**src/rtl/sst_pkg.sv**
```systemverilog
package sst_pkg;

  // Default table depth
  localparam int TABLE_DEPTH_DEF = 1024;

  // Field widths
  localparam int SLOT_W    = 10;
  localparam int KEY_W     = 48;
  localparam int COUNT_W   = 11;
  localparam int CFG_W     = 48;
  localparam int REG_IDX_W = 1;

  // Item opcodes
  localparam logic OP_LOAD   = 1'b0;
  localparam logic OP_LOOKUP = 1'b1;

  // Configuration register indexes
  localparam logic [REG_IDX_W-1:0] REG_ENTRY_COUNT = 1'd0;
  localparam logic [REG_IDX_W-1:0] REG_LAST_END    = 1'd1;

  typedef struct packed {
    logic              opcode;
    logic [SLOT_W-1:0] slot;
    logic [KEY_W-1:0]  key;
  } in_t;

  typedef struct packed {
    logic              found;
    logic [SLOT_W-1:0] match_index;
    logic [KEY_W-1:0]  span_start;
    logic [KEY_W-1:0]  span_end;
  } out_t;

endpackage

```
**src/rtl/sst_search.sv**
```systemverilog
module sst_search #(
  parameter int DEPTH = sst_pkg::TABLE_DEPTH_DEF,
  parameter int IW    = $clog2(DEPTH),
  parameter int CW    = $clog2(DEPTH + 1)
) (
  input  logic                      clk,
  input  logic                      rst,
  input  logic                      start,
  input  logic [sst_pkg::KEY_W-1:0] key,
  input  logic [CW-1:0]             count,
  input  logic [sst_pkg::KEY_W-1:0] last_end,
  output logic                      rd_en,
  output logic [IW-1:0]             rd_addr,
  input  logic [sst_pkg::KEY_W-1:0] rd_data,
  output sst_pkg::out_t             res,
  output logic                      res_valid,
  input  logic                      res_take,
  output logic                      busy
);

  localparam int XW = (IW > sst_pkg::SLOT_W) ? IW : sst_pkg::SLOT_W;

  localparam logic [1:0] S_IDLE = 2'd0;
  localparam logic [1:0] S_CMP  = 2'd1;
  localparam logic [1:0] S_END  = 2'd2;
  localparam logic [1:0] S_DONE = 2'd3;

  logic [1:0]                state;
  logic [sst_pkg::KEY_W-1:0] key_q;
  logic [CW-1:0]             cnt_q;
  logic [CW-1:0]             lo;
  logic [CW-1:0]             hiex;
  logic [IW-1:0]             mid_q;
  sst_pkg::out_t             res_q;

  logic          hit;
  logic          less;
  logic          has_next;
  logic          more;
  logic [CW-1:0] mid_ext;
  logic [CW-1:0] cand_lo;
  logic [CW-1:0] cand_hi;
  logic [CW-1:0] mid_c;
  logic [IW-1:0] mid_nx;
  logic [XW-1:0] mid_x;

  // Compare the probed start address against the key
  assign hit      = (rd_data == key_q);
  assign less     = (rd_data < key_q);
  assign mid_ext  = CW'(mid_q);
  assign has_next = ((mid_ext + CW'(1)) < cnt_q);
  assign mid_nx   = mid_q + IW'(1);
  assign mid_x    = XW'(mid_q);

  // Narrow the window: fresh bounds on start, halved bounds after a probe
  always_comb begin
    if (state == S_IDLE) begin
      cand_lo = '0;
      cand_hi = count;
    end else if (less) begin
      cand_lo = mid_ext + CW'(1);
      cand_hi = hiex;
    end else begin
      cand_lo = lo;
      cand_hi = mid_ext;
    end
    more  = (cand_lo < cand_hi);
    mid_c = cand_lo + ((cand_hi - cand_lo - CW'(1)) >> 1);
  end

  // Issue the next probe, or the next slot's start after a hit
  always_comb begin
    rd_en   = 1'b0;
    rd_addr = mid_c[IW-1:0];
    case (state)
      S_IDLE: begin
        rd_en = start && more;
      end
      S_CMP: begin
        if (hit) begin
          rd_en   = has_next;
          rd_addr = mid_nx;
        end else begin
          rd_en = more;
        end
      end
      default: begin
        rd_en = 1'b0;
      end
    endcase
  end

  // Sequence the search
  always_ff @(posedge clk) begin
    if (rst) begin
      state <= S_IDLE;
    end else begin
      case (state)
        S_IDLE: begin
          if (start) begin
            key_q <= key;
            cnt_q <= count;
            lo    <= cand_lo;
            hiex  <= cand_hi;
            if (more) begin
              mid_q <= mid_c[IW-1:0];
              state <= S_CMP;
            end else begin
              res_q <= '0;
              state <= S_DONE;
            end
          end
        end
        S_CMP: begin
          if (hit) begin
            res_q.found       <= 1'b1;
            res_q.match_index <= mid_x[sst_pkg::SLOT_W-1:0];
            res_q.span_start  <= key_q;
            if (has_next) begin
              state <= S_END;
            end else begin
              res_q.span_end <= last_end;
              state          <= S_DONE;
            end
          end else begin
            lo   <= cand_lo;
            hiex <= cand_hi;
            if (more) begin
              mid_q <= mid_c[IW-1:0];
            end else begin
              res_q <= '0;
              state <= S_DONE;
            end
          end
        end
        S_END: begin
          res_q.span_end <= rd_data - sst_pkg::KEY_W'(1);
          state          <= S_DONE;
        end
        S_DONE: begin
          if (res_take) begin
            state <= S_IDLE;
          end
        end
        default: begin
          state <= S_IDLE;
        end
      endcase
    end
  end

  assign res       = res_q;
  assign res_valid = (state == S_DONE);
  assign busy      = (state != S_IDLE);

endmodule

```
**config.mk**
```make
export PLATFORM = sky130hd
export DESIGN_NAME = sst_search
export DESIGN_NICKNAME = d
export VERILOG_FILES = /design/src/rtl/sst_pkg.sv /design/src/rtl/sst_search.sv
export SDC_FILE = /design/constraint.sdc
export NUM_CORES = 1
export LEC_CHECK = 0
export BUFFER_PORTS_ARGS = -buffer_cell sky130_fd_sc_hd__buf_2
export CAP_MARGIN = 40
export CORE_MARGIN = 2
export CORE_UTILIZATION = 45
export CTS_CLUSTER_DIAMETER = 30
export DETAILED_ROUTE_END_ITERATION = 7
export PLACE_DENSITY = 0.74
export SYNTH_ARGS = -nofsm -noshare
export SYNTH_HDL_FRONTEND = slang
export SYNTH_SLANG_ARGS = --single-unit
```
**constraint.sdc**
```tcl
create_clock -name clk -period 11.1 [get_ports clk]
set_input_delay 2.22 -clock clk [delete_from_list [all_inputs] [get_ports clk]]
set_output_delay 2.22 -clock clk [all_outputs]
set_load 0.02 [all_outputs]
```
== Word level (Yosys, flattened, before mapping) ==
Cells that the tools add are included.
Storage, ports and cells
  flip-flop bits (word level): 200
  bits of input ports: 159
  output and inout port bits: 120
  word-level logic and storage cells: 70
Cells by class
  add/subtract/negate cells: 6
  order comparisons: 3
  equality and inequality tests: 9
  muxes and demuxes: 31
  bitwise gates (word level): 1
  reduce and logical (&&, ||, !) cells: 10
Operators with widths (count)
  107-bit 2-to-1 mux: 3
  48-bit case mux with 3 select lines: 1
  59-bit case mux with 2 select lines: 1
  11-bit 2-to-1 mux: 8
  10-bit 2-to-1 mux: 5
  48-bit equality test: 1
  48-bit < comparator: 1
  48-bit 2-to-1 mux: 1
  48-bit by 1-bit subtractor with 48-bit output, second input constant: 1
  11-bit case mux with 2 select lines: 2
  11-bit < comparator: 2
  10-bit case mux with 2 select lines: 1
  10-bit by 1-bit adder with 11-bit output, second input constant: 1
  11-bit by 1-bit subtractor with 11-bit output, second input constant: 1
  11-bit subtractor: 1
  10-bit by 1-bit adder with 10-bit output, second input constant: 1
  10-bit adder: 1
  2-bit 2-to-1 mux: 5
  3-bit AND reduction: 3
  2-bit case mux with 4 select lines: 1
  4-bit AND reduction: 2
  3-bit != test, second input constant: 2
  2-bit equality test, second input constant: 2
  2-bit != test, second input constant: 2
  other kinds (9): 11

== Logic depth before layout (Yosys ltp) ==
  depth in word-level cells: 9
  mapped depth: 27
  depth with buffers taken out: 26

== Worst setup path after synthesis ==
No wires, ideal clock.
  kind: input-to-output
  start: in rd_data[33] in the netlist's numbering
  end: out rd_addr[9]
  arrival: 7325 ps
  required time: 8880 ps
  path slack: 1555 ps
  stages: 25
  buffers on the path: 1
  cell sequence: ha_1 > a21o_1 > a21o_1 > a221o_1 > a211o_1 > nor4_4 > clkbuf_1 > mux2i_1 > o21a_1 > inv_1 > ha_1 > o21a_1 > nor2_1 > a31oi_1 > xor2_1 > ha_1 > a21oi_1 > o21bai_1 > a21oi_1 > o21ai_0 > a21o_1 > a21oi_1 > xnor2_1 > xnor2_1 > mux2_2
Between the ends
  cells in the longest elaborated chain, start to end: 8
  elaborated cells between the ends (all ways): 11
  classes of those cells: add/sub (3); order compare (1); eq/ne (1); mux (6)
Ends and longest elaborated chain
  start, declared: RTL line sst_search.sv:14  | input logic [sst_pkg::KEY_W-1:0] rd_data,
  48-bit < comparator *: RTL line sst_search.sv:49  | assign less = (rd_data < key_q);
  11-bit 2-to-1 mux *: RTL line sst_search.sv:60  | end else if (less) begin
  11-bit 2-to-1 mux *: RTL line sst_search.sv:57  | if (state == S_IDLE) begin
  net cand_hi[2]: RTL line sst_search.sv:42  | logic [CW-1:0] cand_hi;
  11-bit subtractor *: RTL line sst_search.sv:68  | mid_c = cand_lo + ((cand_hi - cand_lo - CW'(1)) >> 1);
  11-bit by 1-bit subtractor with 11-bit output *: RTL line sst_search.sv:68
  10-bit adder *: RTL line sst_search.sv:68
  net mid_c[9]: RTL line sst_search.sv:43  | logic [CW-1:0] mid_c;
  10-bit 2-to-1 mux: RTL line sst_search.sv:80  | if (hit) begin
  10-bit 2-to-1 mux *: RTL line sst_search.sv:75  | case (state)
  end, declared: RTL line sst_search.sv:13  | output logic [IW-1:0] rd_addr,
Mark *: on every way through the listed nets, which the timed path passes. The rest lies on a longest branch.

== Worst setup path after layout ==
Ends and elaborated chain as after synthesis.

==> impl_metrics.json <==
{
  "outcome": "completed",
  "whs_ns": 0.579,
  "leakage_nw": 6.23,
  "cts_hold_buf": 0,
  "post_cts_buffers": 0,
  "ios": 279,
  "hold_viol": 0,
  "tritoncts": "done",
  "syn_area_per_cell_um2": 10.7,
  "synth_edf_count": 198,
  "gp_congestion": 0.896,
  "drc_errors": 0,
  "antenna_found_initial": 5,
  "clk_latency_ns": 0.44,
  "final_cell_mix": "279 x buf_2, 198 x edfxtp_1, 164 x nand2_1, 91 x inv_1, 91 x ha_1",
  "start_util_pct": 45.6,
  "fillers": 2298,
  "crit_required_ns": 8.88,
  "drive_above_1_share_pct": 26.1,
  "clk_path_buf_depth": 2,
  "first_pass_iters": 5,
  "port_buffers": 278,
  "drv_cap": 0,
  "synth_compound_area_share_pct": 14.7,
  "rsz0062_at_grt": "false",
  "final_common_cell": "buf_2",
  "drt_iter0_markers": 899,
  "grt_pass1_wl_um": 52000,
  "cp-start-kind": "primary input",
  "cp_max_fo": 10,
  "drv_slew": 0,
  "ys_types": 55,
  "ys_async_sr_fraction_pct": 0,
  "grt_max_degree": 82,
  "clkSinkCount": 200,
  "syn_nets": 1357,
  "ys_seq_area_share_pct": 50.5,
  "clock-root-buffer": "clkbuf_16",
  "htree_levels": 4,
  "die_h_um": 166,
  "grt_pass1_vias": 9330,
  "netlist_area_um2": 11800,
  "grt-ovfl-total": 0,
  "vdd_ir_drop_max_mv": 0.510,
  "die_w_um": 166,
  "setup_viol": 0,
  "coreArea_um2": 26000,
  "routed_wirelength_um": 34400,
  "period_needed_ns": 10.03,
  "yosys.area_share.simple_pct": 12.7,
  "synth_fa_ha_area_share_pct": 10.1,
  "drt-wirelength-per-cell_um": 20.0,
  "cts_buffers": 17,
  "ys.warnings.count": 0,
  "final-seq-area_um2": 5990,
  "gr-usage-all-layers_pct": 23.9,
  "powerDensity_nw_per_um2": 346,
  "tightestPinTransition_ns": 0.861,
  "crit_arrival_ns": 7.81,
  "postRouteAntennaNets": 0,
  "hp-class": "register to register",
  "max_freq_mhz": 99.7,
  "rows": 59,
  "fin_nets": 1619,
  "skew_ns": 0.0201,
  "synth_top_family_by_area": "compound AO/OA/AOI/OAI gates",
  "clk_pin_slew_ns": 0.08,
  "synthMuxAreaShare_pct": 2.43,
  "multiInputGateArea_um2": 5370,
  "slew_headroom_pct": 42.6,
  "synth_xor_xnor_area_share_pct": 5.03,
  "vias": 9681,
  "path_class": "primary input to primary output",
  "via_per_inst": 5.63,
  "synth_cells": 1104,
  "crit_path_end_kind": "primary output",
  "dominantRegCellSynth": "edfxtp_1",
  "finalSetupTns_ns": 0,
  "dieArea_um2": 27600,
  "area_growth_pct": 20.7,
  "hpwl_um": 25600,
  "ys_ff_latch": 200,
  "fin_crit_sh_pct": 90.4,
  "cts_resized": 0
}
==> final cells by class <==
cell class	count	share of cell area, %
inverter	91	2.39
clock buffer	17	2.98
antenna	7	0.123
clock inverter	15	1.35
multi-input combinational	763	37.6
sequential	200	41.9
timing repair buffer	293	10.8
tap	335	2.93
==> layer usage <==
layer | routed length [um] | global-route usage (%)
met3 | 2250 | 3.84
met4 | 1030 | 9.11
met5 | 0 | 0
met2 | 16900 | 40.8
met1 | 14100 | 30.7
==> through the flow <==
stage / setup slack, ns / total power, mW / instance area, um2 / utilization [%] / std cells
after floorplan: 1.56 / 3.43 / 11800 / - / 1104
after global placement: 1.27 / 4.18 / 13600 / 52.3 / 1677
after detailed placement: 1.14 / 4.28 / 13700 / 52.6 / 1682
after CTS: 1.09 / 4.96 / 14300 / 55.0 / 1714
after global routing: 0.644 / 5.27 / 14300 / 55.0 / 1718
final: 1.07 / 4.95 / 14300 / 55.0 / 1721
==> report_power, final <==
part           internal [mW]  total, mW  leakage (nW)  switching (mW)
Sequential              1.27       1.41          1.88           0.140
Combinational           1.10       2.87          4.04            1.77
Clock                  0.362      0.663         0.305           0.301
Total                   2.74       4.95          6.23            2.21
==> Yosys cell counts (all sizes together) (3+ instances only) <==
| cell type | count | area share (%) |
|---|---|---|
| a21oi | 37 | 1.6 |
| nor2 | 33 | 1.0 |
| a31oi | 3 | 0.16 |
| and2 | 3 | 0.16 |
| buf | 13 | 0.54 |
| nor3 | 22 | 1.0 |
| or4 | 7 | 0.48 |
| a221o | 6 | 0.51 |
| nand4 | 13 | 0.69 |
| ha | 92 | 9.7 |
| and3 | 5 | 0.26 |
| nor2b | 6 | 0.32 |
| o22ai | 49 | 2.6 |
| edfxtp | 198 | 50 |
| nand2b | 6 | 0.44 |
| o21a | 14 | 0.89 |
| mux2 | 6 | 0.57 |
| nand2 | 164 | 5.2 |
| inv | 91 | 2.9 |
| clkbuf | 37 | 1.2 |
| nor4 | 18 | 1.5 |
| xnor2 | 48 | 3.5 |
| a22o | 43 | 3.2 |
| or3 | 5 | 0.26 |
| nand3 | 11 | 0.46 |
| or2 | 12 | 0.63 |
| o21ai | 73 | 3.1 |
| xor2 | 20 | 1.5 |
| a21o | 25 | 1.6 |
| mux2i | 22 | 1.9 |
==> flip-flops by register name, indices dropped and copies added, names as in the netlist <==
signal	count
res	107
key_q	48
cnt_q	11
hiex	11
lo	11
mid_q	10
state	2
==> cells by family (layout without fill, tap and decap cells) <==
logic type | after synthesis | count (layout)
AND/OR/NAND/NOR | 308 | 308
AO/OA/AOI/OAI | 265 | 265
flip-flops | 200 | 200
buffers and inverters | 141 | 416
adder cells (fa/ha/maj) | 94 | 94
XOR/XNOR | 68 | 68
multiplexers | 28 | 28
other | 0 | 7
==> worst max-delay path: stages <==
cell and delay [ns]:
buf_2 0.13, ha_1 0.32, a21o_1 0.17, a21o_1 0.17
a221o_1 0.36, a211o_1 0.35, nor4_4 0.22, buf_4 0.28
mux2i_1 0.23, o21a_1 0.17, inv_1 0.07, ha_1 0.36
o21a_1 0.14, nor2_1 0.04, a31oi_1 0.35, xor2_1 0.19
ha_1 0.29, a21oi_1 0.22, o21bai_1 0.11, a21oi_1 0.22
o21ai_0 0.18, a21o_1 0.21, a21oi_1 0.16, xnor2_1 0.15
xnor2_1 0.10, mux2_2 0.26, buf_2 0.16
==> path summary, 6_finish.rpt <==
kind | cells past startpoint | slack (ns) | to | from
max | 27 | 1.07 | rd_addr[9] | rd_data[33]
min | 1 | 0.58 | res[31]$_DFFE_PP_ | res[31]$_DFFE_PP_
max reg2reg | 22 | 5.10 | mid_q[0]$_DFFE_PP_ | key_q[33]$_DFFE_PP_
min reg2reg | 1 | 0.58 | res[31]$_DFFE_PP_ | res[31]$_DFFE_PP_
(Power assumes the default switching activity.)
